**config.mk**
```make
export PLATFORM = sky130hd
export DESIGN_NAME = base64url_codec
export DESIGN_NICKNAME = d
export VERILOG_FILES = /design/src/design/b64_pkg.sv /design/src/design/b64_front.sv /design/src/design/b64_queue.sv /design/src/design/b64_back.sv /design/src/design/base64url_codec.sv
export SDC_FILE = /design/constraint.sdc
export NUM_CORES = 1
export LEC_CHECK = 0
export CAP_MARGIN = 40
export CORE_AREA = 2 2 160 115
export DETAILED_ROUTE_END_ITERATION = 8
export DIE_AREA = 0 0 162 117
export DONT_BUFFER_PORTS = 1
export PLACE_DENSITY = 0.6
export SLEW_MARGIN = 20
export SYNTH_ARGS = -nofsm -noshare
export SYNTH_HDL_FRONTEND = slang
export SYNTH_SLANG_ARGS = --single-unit
```
**constraint.sdc**
```tcl
create_clock -name clk -period 3.3 [get_ports clk]
set_input_delay 0.495 -clock clk [delete_from_list [all_inputs] [get_ports clk]]
set_output_delay 0.495 -clock clk [all_outputs]
set_load 0.01 [all_outputs]
```
**src/design/b64_pkg.sv**
```systemverilog
// shared types, constants and character tables for the base64url codec
package b64_pkg;

	localparam int QUEUE_DEPTH = 2;

	localparam logic [6:0] PAD_CODE = 7'd64;
	localparam logic [6:0] BAD_CODE = 7'd65;

	typedef struct packed {
		logic [7:0] in_byte;
		logic       in_last;
	} in_item_t;

	typedef struct packed {
		logic [7:0] out_byte;
		logic       out_last;
		logic       error;
	} out_item_t;

	// one accepted item's worth of results, expanded by the back end
	typedef struct packed {
		logic        decode;
		logic        err;
		logic        last;
		logic [1:0]  cnt_m1;
		logic [23:0] triple;
	} job_t;

	typedef struct packed {
		logic full;
		logic empty;
	} q_stat_t;

	function automatic logic [6:0] classify(input logic [7:0] c);
		if (c >= 8'h41 && c <= 8'h5A) return 7'(c - 8'h41);
		if (c >= 8'h61 && c <= 8'h7A) return 7'(c - 8'h61 + 8'd26);
		if (c >= 8'h30 && c <= 8'h39) return 7'(c - 8'h30 + 8'd52);
		if (c == 8'h2D || c == 8'h2B) return 7'd62;
		if (c == 8'h5F || c == 8'h2F) return 7'd63;
		if (c == 8'h3D) return PAD_CODE;
		return BAD_CODE;
	endfunction

	function automatic logic [7:0] enc_char(input logic [5:0] i);
		if (i < 6'd26) return 8'h41 + {2'b00, i};
		if (i < 6'd52) return 8'h61 + {2'b00, i} - 8'd26;
		if (i < 6'd62) return 8'h30 + {2'b00, i} - 8'd52;
		if (i == 6'd62) return 8'h2D;
		return 8'h5F;
	endfunction

endpackage

```
**src/design/b64_front.sv**
```systemverilog
// front end: mode register, group gathering, character checks, job building
module b64_front import b64_pkg::*; (
	input  logic     clk,
	input  logic     arst_n,
	input  logic     cfg_valid,
	input  logic     cfg_data,
	input  logic     in_valid,
	output logic     in_stall,
	input  in_item_t in_data,
	output logic     push,
	output job_t     job,
	input  q_stat_t  q_stat
);

	logic        mode_q;
	logic [17:0] gbits_q;
	logic [1:0]  gcnt_q;
	logic [1:0]  pads_q;
	logic        drop_q;

	logic [17:0] n_gbits;
	logic [1:0]  n_gcnt;
	logic [1:0]  n_pads;
	logic        n_drop;
	logic        emit;
	logic        accept;
	job_t        j;
	logic [6:0]  code;
	logic [5:0]  v6;
	logic [1:0]  pm_new;
	logic        bad;
	logic [17:0] bits;
	logic [7:0]  b;
	logic        last;

	assign in_stall = q_stat.full;
	assign accept   = in_valid && !q_stat.full;
	assign push     = accept && emit;
	assign job      = j;

	always_comb begin
		n_gbits  = gbits_q;
		n_gcnt   = gcnt_q;
		n_pads   = pads_q;
		n_drop   = drop_q;
		emit     = 1'b0;
		b        = in_data.in_byte;
		last     = in_data.in_last;
		j        = '0;
		j.decode = mode_q;
		j.last   = last;
		code     = classify(b);
		v6       = code[5:0];
		pm_new   = pads_q;
		bad      = 1'b0;
		bits     = '0;
		if (!mode_q) begin
			if (gcnt_q == 2'd2) begin
				j.triple = {gbits_q[15:0], b};
				j.cnt_m1 = 2'd3;
				emit     = 1'b1;
			end else if (last) begin
				if (gcnt_q == 2'd0) begin
					j.triple = {b, 16'h0000};
					j.cnt_m1 = 2'd1;
				end else begin
					j.triple = {gbits_q[7:0], b, 8'h00};
					j.cnt_m1 = 2'd2;
				end
				emit = 1'b1;
			end else begin
				n_gbits = {gbits_q[9:0], b};
				n_gcnt  = gcnt_q + 2'd1;
			end
		end else if (drop_q) begin
			if (last) begin
				n_drop = 1'b0;
			end
		end else begin
			if (code == BAD_CODE) begin
				bad = 1'b1;
			end else if (code == PAD_CODE) begin
				if (gcnt_q < 2'd2) begin
					bad = 1'b1;
				end else begin
					pm_new = pads_q | ((gcnt_q == 2'd2) ? 2'b01 : 2'b10);
					v6     = 6'd0;
				end
			end else if (gcnt_q == 2'd3 && pads_q[0]) begin
				bad = 1'b1;
			end
			bits = {gbits_q[11:0], v6};
			if (bad || (last && gcnt_q == 2'd0)) begin
				// error beat ends the message; drop the rest unless this was the end
				j.err    = 1'b1;
				j.last   = 1'b1;
				j.cnt_m1 = 2'd0;
				emit     = 1'b1;
				n_drop   = !last;
			end else if (gcnt_q == 2'd3) begin
				j.triple = {gbits_q, v6};
				j.cnt_m1 = pm_new[0] ? 2'd0 : (pm_new[1] ? 2'd1 : 2'd2);
				emit     = 1'b1;
			end else if (last) begin
				if (gcnt_q == 2'd1) begin
					j.triple = {bits[11:0], 12'h000};
					j.cnt_m1 = 2'd0;
				end else begin
					j.triple = {bits, 6'd0};
					j.cnt_m1 = pm_new[0] ? 2'd0 : 2'd1;
				end
				emit = 1'b1;
			end else begin
				n_gbits = bits;
				n_gcnt  = gcnt_q + 2'd1;
				n_pads  = pm_new;
			end
		end
		if (emit) begin
			n_gbits = '0;
			n_gcnt  = '0;
			n_pads  = '0;
		end
	end

	always_ff @(posedge clk or negedge arst_n) begin
		if (!arst_n) begin
			mode_q  <= 1'b0;
			gbits_q <= '0;
			gcnt_q  <= '0;
			pads_q  <= '0;
			drop_q  <= 1'b0;
		end else if (cfg_valid) begin
			mode_q  <= cfg_data;
			gbits_q <= '0;
			gcnt_q  <= '0;
			pads_q  <= '0;
			drop_q  <= 1'b0;
		end else if (accept) begin
			gbits_q <= n_gbits;
			gcnt_q  <= n_gcnt;
			pads_q  <= n_pads;
			drop_q  <= n_drop;
		end
	end

endmodule

```
**src/design/b64_queue.sv**
```systemverilog
// short job queue between the front and back ends
module b64_queue import b64_pkg::*; #(
	parameter int DEPTH = QUEUE_DEPTH
) (
	input  logic    clk,
	input  logic    arst_n,
	input  logic    push,
	input  job_t    wr_job,
	input  logic    pop,
	output job_t    rd_job,
	output q_stat_t q_stat
);

	localparam int PW = (DEPTH > 1) ? $clog2(DEPTH) : 1;
	localparam int CW = $clog2(DEPTH + 1);

	job_t          slots [DEPTH];
	logic [PW-1:0] wr_ptr_q;
	logic [PW-1:0] rd_ptr_q;
	logic [CW-1:0] cnt_q;

	assign rd_job       = slots[rd_ptr_q];
	assign q_stat.full  = (cnt_q == CW'(DEPTH));
	assign q_stat.empty = (cnt_q == '0);

	always_ff @(posedge clk) begin
		if (push) begin
			slots[wr_ptr_q] <= wr_job;
		end
	end

	always_ff @(posedge clk or negedge arst_n) begin
		if (!arst_n) begin
			wr_ptr_q <= '0;
			rd_ptr_q <= '0;
			cnt_q    <= '0;
		end else begin
			if (push) begin
				wr_ptr_q <= (wr_ptr_q == PW'(DEPTH - 1)) ? '0 : wr_ptr_q + PW'(1);
			end
			if (pop) begin
				rd_ptr_q <= (rd_ptr_q == PW'(DEPTH - 1)) ? '0 : rd_ptr_q + PW'(1);
			end
			if (push && !pop) begin
				cnt_q <= cnt_q + CW'(1);
			end else if (pop && !push) begin
				cnt_q <= cnt_q - CW'(1);
			end
		end
	end

endmodule

```
**src/design/b64_back.sv**
```systemverilog
// back end: expands the head job into result beats through the output register
module b64_back import b64_pkg::*; (
	input  logic      clk,
	input  logic      arst_n,
	input  job_t      job,
	input  q_stat_t   q_stat,
	output logic      pop,
	output logic      out_valid,
	input  logic      out_stall,
	output out_item_t out_data
);

	logic [1:0] k_q;
	logic       out_valid_q;
	out_item_t  out_data_q;
	logic       load;
	out_item_t  item;
	logic [7:0] dbyte;
	logic [5:0] sext;

	assign load      = !q_stat.empty && (!out_valid_q || !out_stall);
	assign pop       = load && (k_q == job.cnt_m1);
	assign out_valid = out_valid_q;
	assign out_data  = out_data_q;

	always_comb begin
		case (k_q)
			2'd0: begin
				dbyte = job.triple[23:16];
				sext  = job.triple[23:18];
			end
			2'd1: begin
				dbyte = job.triple[15:8];
				sext  = job.triple[17:12];
			end
			2'd2: begin
				dbyte = job.triple[7:0];
				sext  = job.triple[11:6];
			end
			default: begin
				dbyte = 8'h00;
				sext  = job.triple[5:0];
			end
		endcase
		item.out_byte = job.err ? 8'h00 : (job.decode ? dbyte : enc_char(sext));
		item.out_last = job.last && (k_q == job.cnt_m1);
		item.error    = job.err;
	end

	always_ff @(posedge clk) begin
		if (load) begin
			out_data_q <= item;
		end
	end

	always_ff @(posedge clk or negedge arst_n) begin
		if (!arst_n) begin
			k_q         <= '0;
			out_valid_q <= 1'b0;
		end else begin
			if (load) begin
				k_q         <= pop ? 2'd0 : k_q + 2'd1;
				out_valid_q <= 1'b1;
			end else if (!out_stall) begin
				out_valid_q <= 1'b0;
			end
		end
	end

endmodule

```
**src/design/base64url_codec.sv**
```systemverilog
// top level of the streaming base64url encoder and decoder
// The block takes one item per cycle while in_stall is low and gives at most one result beat per
// cycle. A write of cfg_data selects encode (0) or decode (1) and clears any partial group; write
// it only while the block is idle. The front end checks and gathers each item and hands a job for
// each item that completes a group, ends a message or is invalid (outside a dropped message) to a
// queue of QUEUE_DEPTH_P jobs; the back end expands each job into one to four beats through the
// output register. Encoding gives four beats per three bytes, so the single output port holds back
// sustained input; decoding takes one character per cycle while the output does not stall. An
// invalid character or a one-character tail gives one error beat with out_last set, and the rest
// of that message is dropped without results.
module base64url_codec import b64_pkg::*; #(
	parameter int QUEUE_DEPTH_P = QUEUE_DEPTH
) (
	input  logic      clk,
	input  logic      arst_n,
	input  logic      cfg_valid,
	output logic      cfg_ready,
	input  logic      cfg_data,
	input  logic      in_valid,
	output logic      in_stall,
	input  in_item_t  in_data,
	output logic      out_valid,
	input  logic      out_stall,
	output out_item_t out_data
);

	logic    push;
	logic    pop;
	job_t    wr_job;
	job_t    rd_job;
	q_stat_t q_stat;

	assign cfg_ready = 1'b1;

	b64_front u_front (
		.clk       (clk),
		.arst_n    (arst_n),
		.cfg_valid (cfg_valid),
		.cfg_data  (cfg_data),
		.in_valid  (in_valid),
		.in_stall  (in_stall),
		.in_data   (in_data),
		.push      (push),
		.job       (wr_job),
		.q_stat    (q_stat)
	);

	b64_queue #(
		.DEPTH (QUEUE_DEPTH_P)
	) u_queue (
		.clk    (clk),
		.arst_n (arst_n),
		.push   (push),
		.wr_job (wr_job),
		.pop    (pop),
		.rd_job (rd_job),
		.q_stat (q_stat)
	);

	b64_back u_back (
		.clk       (clk),
		.arst_n    (arst_n),
		.job       (rd_job),
		.q_stat    (q_stat),
		.pop       (pop),
		.out_valid (out_valid),
		.out_stall (out_stall),
		.out_data  (out_data)
	);

	a_no_overflow: assert property (@(posedge clk) disable iff (!arst_n)
		!(push && q_stat.full))
		else $error("job pushed into a full queue");

	a_no_underflow: assert property (@(posedge clk) disable iff (!arst_n)
		pop |-> !q_stat.empty)
		else $error("job popped from an empty queue");

	a_error_beat: assert property (@(posedge clk) disable iff (!arst_n)
		(out_valid && out_data.error) |-> (out_data.out_byte == 8'h00 && out_data.out_last))
		else $error("error beat carries data or lacks last");

	a_pop_after_push: assert property (@(posedge clk) disable iff (!arst_n)
		(q_stat.empty && !push) |=> !pop)
		else $error("back end consumed a job that was never queued");

endmodule

```
==> impl_summary.log, run 1 <==
INFO  metric tightestPinTransition = 608.7 ps
INFO  metric min-delay-path-class = in2reg
INFO  metric place_congestion = 0.9242
INFO  metric vias = 5028
INFO  metric internal-power = 3.562 mW
INFO  metric synth.area.top_cells = sky130_fd_sc_hd__edfxtp_1 32%, sky130_fd_sc_hd__dfrtp_1 12%, sky130_fd_sc_hd__mux2_2 6.2%
INFO  metric grt_max_degree = 32
INFO  metric setup.worst_path.end = u_queue.slots[0][24]
INFO  metric run_status = finished, violations left
INFO  metric unrepaired_setup_endpoints_after_global_routing = yes
INFO  metric final-setup-viol-count = 2
INFO  metric post_synth_inst_count = about 600
INFO  metric syn2layout_area_growth = 18.36%
INFO  metric share_of_synthesized_registers_carrying_an_async_set_or_reset = a little under a third
INFO  metric post-place-cells = between 800 and 900
INFO  metric global_route.overflow_total = 0
INFO  metric htree_levels = 3
INFO  metric register_area = 2818 um2
INFO  metric synthesis.nets = roughly 650
INFO  metric final_period_minus_worst_setup_slack = about 3300 ps
INFO  metric clkLatencyLatePin = about 340 ps
INFO  metric layoutNonFillerInstCount = 893
INFO  metric arrival = approximately 3400 ps
INFO  metric first_global_vias = 4882
INFO  metric iteration_count_of_the_initial_detailed_routing_pass = 5
INFO  metric total_switching_power = 2.273 mW
INFO  metric grt_antenna_before_repair = 0
INFO  metric skew = approximately 12 ps
INFO  metric multiInputGateArea = 3373 um2
INFO  metric final_critical_path_setup_slack = -6.679 ps
INFO  metric crit_fanout = 13
INFO  metric postSynthRegisterBits = between 90 and 100
INFO  metric cts_sinks = 99
INFO  metric netSwitchingFraction = 38.95%
INFO  metric detailedPlacementHpwl = 12220 um
INFO  metric layout.nets = 693
INFO  metric combinationalPowerShare = between 50% and 60%
INFO  metric post_synth_instance_area = ~6300 um2
INFO  metric grt.total_usage = 17.90%
INFO  metric synthesis.area_per_instance = 10.40 um2
INFO  metric final-hold-violation-count = 0
INFO  metric synth_area_leader = sky130_fd_sc_hd__edfxtp_1
INFO  metric r2r_startpoint = u_queue.rd_ptr_q
INFO  metric power.density_cell_area = 777.0 nW/um2
INFO  metric post_drt_wl_per_cell = roughly 19 um
INFO  metric synth_flop_cell = sky130_fd_sc_hd__edfxtp_1
INFO  metric global_route_wire_length_before_repair = approximately 27000 um
INFO  metric antennaDiodeCount = 0
INFO  metric placementRows = slightly above 40
INFO  metric numCtsBuffers = 9
INFO  metric dieArea = 18950 um2
INFO  metric share_seq_of_total_power = 31.2%
INFO  metric chipHeight = between 100 and 150 um
INFO  metric worst_setup_hold_path_clk_slew = 70 ps
INFO  metric cts-root-to-sink-buffers = 2
INFO  metric yosysUniqueCellTypes = 70
INFO  metric top_level_pins = 28
INFO  metric power.ir.vdd_worst = approximately 0.00034 V
INFO  metric end_kind = flip-flop
INFO  metric detail_route.wirelength = 16700 um
INFO  metric worst_slew_margin_rel = 59.42%
INFO  metric die_x = 162 um
INFO  metric path_class = in2reg
INFO  metric critPathRequiredTime = 3390 ps
INFO  metric critical_path.reg2reg.endpoint = u_back.out_data[5]
INFO  metric synth_edf_count = approximately 70
INFO  metric detailedRoute.firstIterationViolations = 500
INFO  metric post-layout-total-power = slightly below 6 mW
INFO  metric filler_cell_count = 1656
INFO  metric critical_path.startpoint = in_data[3]
INFO  metric max_cap_violations = 0
INFO  metric ctsRootBufferMaster = sky130_fd_sc_hd__clkbuf_16
INFO  metric synth.yosys.seq_area_share = 44.42%
INFO  metric port-buffer-count = 0
INFO  metric finish.utilization = between 40% and 50%
INFO  metric leakagePower = 2.855 nW
INFO  metric initial_core_util = 36.16%
INFO  metric synthDominantCellAreaShare = 32.19%
INFO  metric crit_path_start_kind = input pin
INFO  metric failing_checks = negative setup slack
INFO  metric vias_per_cell = 5.630
INFO  metric coreArea = around 18000 um2
INFO  metric drc = 0
INFO  metric layout-drive-gt1-share = 22.83%
INFO  metric post-route-period-util = 100.2%
INFO  metric achievable-frequency = 302.4 MHz
INFO  metric post_route_hold_slack = 209.2 ps
INFO  metric clock_tree_from_tritoncts = yes
INFO  metric worst-r2r-cell-count = 13
INFO  metric yosys_warnings = 0
INFO  metric final_antenna_net_count = 0
INFO  metric power.share.clock = 18.2%
INFO  metric timing.final.max_slew_violations = 0
INFO  metric regToRegSetupSlack = 130 ps
==> how the worst min path moves through the flow <==
stage	from	to	slack (ps)	cells past startpoint
floorplan	arst_n	u_back.k_q[0]	200	0
global placement	arst_n	u_front.mode_q	200	0
detailed placement	arst_n	u_front.gcnt_q[0]	200	0
CTS	cfg_valid	u_front.pads_q[0]	200	1
global route	cfg_valid	u_front.pads_q[0]	200	1
finish	cfg_valid	u_front.pads_q[0]	210	1
==> synth_stat cells, drive strengths merged, types with 18 or more instances <==
master  number
ha          26
edfxtp      68
a22oi       33
nand2       62
mux2        35
inv         24
o21ai       45
clkbuf      28
nor2b       18
a21oi       29
mux2i       39
nor2        26
dfrtp       31
==> cell usage in the layout, fill, tap and decap left out, types with 4 or more instances in the layout <==
cell,count
sky130_fd_sc_hd__nand2b_1,7
sky130_fd_sc_hd__mux2_2,34
sky130_fd_sc_hd__a21oi_1,28
sky130_fd_sc_hd__dfrtp_1,31
sky130_fd_sc_hd__mux2i_1,37
sky130_fd_sc_hd__o21ai_1,10
sky130_fd_sc_hd__ha_1,22
sky130_fd_sc_hd__nor2b_1,17
sky130_fd_sc_hd__buf_4,60
sky130_fd_sc_hd__a221oi_1,6
sky130_fd_sc_hd__o211ai_1,5
sky130_fd_sc_hd__clkbuf_16,10
sky130_fd_sc_hd__a32oi_1,5
sky130_fd_sc_hd__a22oi_1,33
sky130_fd_sc_hd__inv_1,23
sky130_fd_sc_hd__nand3_1,8
sky130_fd_sc_hd__o21ai_0,32
sky130_fd_sc_hd__xor2_1,5
sky130_fd_sc_hd__a32o_1,7
sky130_fd_sc_hd__o22ai_2,6
sky130_fd_sc_hd__nor3_1,9
sky130_fd_sc_hd__buf_12,7
sky130_fd_sc_hd__and2_1,4
sky130_fd_sc_hd__xnor2_1,10
sky130_fd_sc_hd__edfxtp_1,68
sky130_fd_sc_hd__nor2_1,26
sky130_fd_sc_hd__nand4_1,5
sky130_fd_sc_hd__o22ai_1,4
sky130_fd_sc_hd__a31oi_1,4
sky130_fd_sc_hd__nand2_1,62
sky130_fd_sc_hd__o41ai_1,4
==> layer usage <==
layer  part of all wire, %  track usage, %  up-vias
li1                      -               -     2389
met1                    48           26.07     2435
met2                    45           28.03      188
met3                   6.2           3.488       16
met4                  0.66           3.540        0
met5                     0               0        -
==> area by class of cell <==
| type | instances | area share, % |
|---|---|---|
| multi-input cells | 449 | 44.93 |
| flip-flops and latches | 99 | 37.53 |
| repair buffers | 69 | 8.332 |
| well taps | 236 | 3.933 |
| clock buffers | 10 | 3.049 |
| inverters | 24 | 1.300 |
| clock inverters | 6 | 0.9332 |
==> worst max-delay path, stage by stage <==
cell and delay [ps]:
sky130_fd_sc_hd__ha_1 220, sky130_fd_sc_hd__a21oi_4 120, sky130_fd_sc_hd__and3b_1 200, sky130_fd_sc_hd__or4_4 520, sky130_fd_sc_hd__a32o_2 270, sky130_fd_sc_hd__or3b_4 410
sky130_fd_sc_hd__nor4_1 210, sky130_fd_sc_hd__buf_4 170, sky130_fd_sc_hd__mux2_2 330, sky130_fd_sc_hd__o32ai_1 450
==> power by group through the flow <==
stage / combinational [mW] / sequential, mW / clock, mW
floorplan: 1.92 / 1.81 / 0
global placement: 2.84 / 1.84 / 0
detailed placement: 2.88 / 1.85 / 0
CTS: 2.91 / 1.82 / 1.09
global route: 3.24 / 1.85 / 1.14
finish: 2.95 / 1.82 / 1.06
==> flip-flops by register name, summed over array words and instances, names as in the netlist, 2 cells and up <==
signal           count
u_queue.cnt_q        2
u_front.gcnt_q       2
u_queue.slots       58
u_front.pads_q       2
u_back.k_q           2
u_back.out_data     10
u_front.gbits_q     18
==> stage by stage <==
step / setup TNS [ps] / worst slack [ps] / area [um2]
after floorplan: -46530 / -675.9 / 6482
after global placement: -21370 / -237.6 / 7131
after detailed placement: -28350 / -286.7 / 7131
after CTS: 0 / 64.79 / 7460
after global routing: -1977 / -91.13 / 7508
final: -13.35 / -6.679 / 7508
==> repair_timing <==
item / CTS / global route
gates resized for setup: 0 / 5
endpoints found under the hold margin: 31 / 0
endpoints found under the setup margin: 0 / 67
buffers inserted: 0 / 1
hold buffers: 2 / 0
==> logic make-up (layout without fill, tap and decap cells) <==
logic type	after synthesis	in the layout	synth area share, %
AO/OA/AOI/OAI	175	175	19.21
XOR/XNOR	15	15	2.071
adder cells (fa/ha/maj)	26	26	5.128
buffers and inverters	62	109	4.043
flip-flops	99	99	44.42
multiplexers	74	74	12.43
other	1	1	0.05911
AND/OR/NAND/NOR	158	158	12.64
Power figures use the tool's default switching activity.
==> run 2, diff against run 1 <==
Settings changed: CORE_AREA 2 2 160 115 to 2 2 145 105, DIE_AREA 0 0 162 117 to 0 0 147 107, GPL_TIMING_DRIVEN set to 0, PLACE_DENSITY 0.6 to 0.69.
==> impl_summary.log, run 2 (synthesis results as in run 1) <==
INFO  metric run_status = finished, violations left
INFO  metric failing_checks = negative setup slack
INFO  metric detailedRoute.firstIterationViolations = 592
INFO  metric ctsRootBufferMaster = sky130_fd_sc_hd__clkbuf_16
INFO  metric finish.utilization = 56.28%
INFO  metric post_drt_wl_per_cell = 21.18 um
INFO  metric final-setup-viol-count = 112
INFO  metric min-delay-path-class = in2reg
INFO  metric clkLatencyLatePin = 360 ps
INFO  metric achievable-frequency = ~290 MHz
INFO  metric combinationalPowerShare = between 50 and 60%
INFO  metric initial_core_util = 44.20%
INFO  metric crit_path_start_kind = input pin
INFO  metric detail_route.wirelength = 18750 um
INFO  metric placedInstanceArea = 6741 um2
INFO  metric hold-path-endpoint = u_back.out_valid
INFO  metric vias_per_cell = 6.194
INFO  metric crit_fanout = 8
INFO  metric crit_top_cell = sky130_fd_sc_hd__buf_12
INFO  metric worst_setup_hold_path_clk_slew = 80 ps
INFO  metric global_route.overflow_total = 0
INFO  metric power.share.clock = 16.8%
INFO  metric antennaDiodeCount = 0
INFO  metric power.density_cell_area = 808.2 nW/um2
INFO  metric filler_cell_count = 1212
INFO  metric dp_worst_setup_slack = -1193 ps
INFO  metric clock_tree_from_tritoncts = yes
INFO  metric end_kind = flip-flop
INFO  metric global_route_wire_length_before_repair = roughly 29000 um
INFO  metric worst_slew_margin_rel = 36.88%
INFO  metric critPathRequiredTime = 3380 ps
INFO  metric max_cap_violations = 0
INFO  metric timing.critical_path.max_delay_family = simple AND/OR/NAND/NOR gates
INFO  metric tightestPinTransition = around 950 ps
INFO  metric total_switching_power = 2.695 mW
INFO  metric coreArea = 14350 um2
INFO  metric dieArea = 15730 um2
INFO  metric share_seq_of_total_power = 28.3%
INFO  metric top_level_pins = 28
INFO  metric vias = roughly 5500
INFO  metric leakagePower = 3.021 nW
INFO  metric post-place-cells = 807
INFO  metric detailedPlacementHpwl = 12050 um
INFO  metric chipHeight = 107 um
INFO  metric htree_levels = 3
INFO  metric worstPathCellList = clkbuf_16 -> inv_8 -> ha_4 -> a21oi_4 -> and3b_1 -> or4_4 -> a32o_2 -> or3b_4 -> o41a_4 -> nor3b_4 -> buf_12 -> nor2b_4 -> buf_12
INFO  metric syn2layout_area_growth = 27.32%
INFO  metric layout.nets = 726
INFO  metric place_congestion = 0.9268
INFO  metric commonest_cells_after_routing_fill_and_taps_aside = 68 x sky130_fd_sc_hd__edfxtp_1, 61 x sky130_fd_sc_hd__nand2_1, 52 x sky130_fd_sc_hd__buf_4, 36 x sky130_fd_sc_hd__mux2i_1, 33 x sky130_fd_sc_hd__a22oi_1
INFO  metric internal-power = 3.832 mW
INFO  metric design_area = 8077 um2
INFO  metric cp_num_buf_inv = 4
INFO  metric netSwitchingFraction = 41.28%
INFO  metric post-layout-total-power = 6.527 mW
INFO  metric first_global_vias = 5265
INFO  metric arrival = roughly 3500 ps
INFO  metric layoutNonFillerInstCount = 885
INFO  metric skew = ~7.5 ps
INFO  metric min_path_cells = 2
INFO  metric drc = 0
INFO  metric power.ir.vdd_worst = 0.0003813 V
INFO  metric cts-root-to-sink-buffers = 2
INFO  metric die_x = 147 um
INFO  metric grt.total_usage = 23.75%
INFO  metric regToRegSetupSlack = -100 ps
INFO  metric r2r_startpoint = u_queue.rd_ptr_q
INFO  metric layout-drive-gt1-share = 30.29%
INFO  metric port-buffer-count = 0
INFO  metric final_period_minus_worst_setup_slack = 3417 ps
INFO  metric grt_max_degree = 32
INFO  metric layout_commonest_cell = sky130_fd_sc_hd__edfxtp_1
INFO  metric critical_path.slowest_cell = sky130_fd_sc_hd__or4_4
INFO  metric final_antenna_net_count = 0
INFO  metric tns = -6966 ps
INFO  metric grt_antenna_before_repair = 0
INFO  metric hold_start = out_stall
INFO  metric final-hold-violation-count = 0
INFO  metric max_flop_register = u_queue.slots
INFO  metric post_route_hold_slack = ~250 ps
INFO  metric highest_cell_delay_on_the_worst_timing_path = 550 ps
INFO  metric path_class = in2reg
INFO  metric final_critical_path_setup_slack = -117.1 ps
INFO  metric unrepaired_setup_endpoints_after_global_routing = yes
INFO  metric critical_path.reg2reg.endpoint = u_back.out_data[5]
INFO  metric timing.final.max_slew_violations = 0
INFO  metric placementRows = 37
INFO  metric worst-r2r-cell-count = 13
INFO  metric iteration_count_of_the_initial_detailed_routing_pass = 5
INFO  metric post-route-period-util = 103.5%
INFO  metric cts_sinks = 99
INFO  metric numCtsBuffers = 9
INFO  metric largest_register_ff_count = between 50 and 60
run 2: cell types whose count changed in the layout (fill, tap and decap cells not counted), moves of 7 or more:
cell	previous run	this run
sky130_fd_sc_hd__clkbuf_1	1	20
sky130_fd_sc_hd__buf_4	60	52
sky130_fd_sc_hd__buf_6	0	8
sky130_fd_sc_hd__ha_1	22	14
sky130_fd_sc_hd__ha_4	1	8
sky130_fd_sc_hd__o21ai_1	10	3
run 2: per-layer routing:
metal	GRT usage, %	share of wire, %	wire (um)	vias up
met5	0	0	0	-
met4	7.486	2.4	455	0
met3	5.277	9.2	1726	48
met2	37.89	45	8457	301
met1	32.47	43	8106	2666
li1	-	-	-	2467
run 2: cell type report:
class | count | area (um2) | area share [%]
Multi-Input combinational cell | 452 | 3794 | 46.97
Sequential cell | 99 | 2819 | 34.90
Timing Repair Buffer | 63 | 550.5 | 6.816
Buffer | 36 | 257.7 | 3.191
Tap cell | 195 | 244.0 | 3.021
Clock buffer | 9 | 225.2 | 2.789
Inverter | 24 | 97.59 | 1.208
Clock inverter | 7 | 88.84 | 1.100
run 2: how the worst max path moves through the flow:
stage,start,endpoint,slack (ps),depth (start not counted)
3_3_place_gp,in_data[3],u_queue.slots[0][20],-1130,11
3_5_place_dp,in_data[1],u_queue.slots[0][16],-1190,11
4_1_cts,in_data[3],u_queue.slots[0][25],-180,13
5_1_grt,u_back.k_q[1],u_back.out_data[5],-200,11
2_1_floorplan,in_data[3],u_queue.slots[0][0],-680,11
6_report,in_data[3],u_queue.slots[0][25],-120,13
run 2: power groups by stage:
stage	Sequential, mW	Combinational (mW)	Clock (mW)
4_1_cts	1.84	3.06	1.11
6_report	1.85	3.58	1.09
2_1_floorplan	1.81	1.92	0
5_1_grt	1.87	3.86	1.15
3_5_place_dp	1.86	2.48	0
3_3_place_gp	1.84	2.41	0
run 2: what timing repair did:
| item | in CTS | in global routing |
|---|---|---|
| hold buffers | 2 | 0 |
| setup buffers | 38 | 18 |
| pin swaps | 14 | 13 |
| resized for setup | 60 | 47 |
| cloned | 3 | 1 |
| endpoints found under the hold margin | 31 | 0 |
| endpoints found under the setup margin | 117 | 144 |
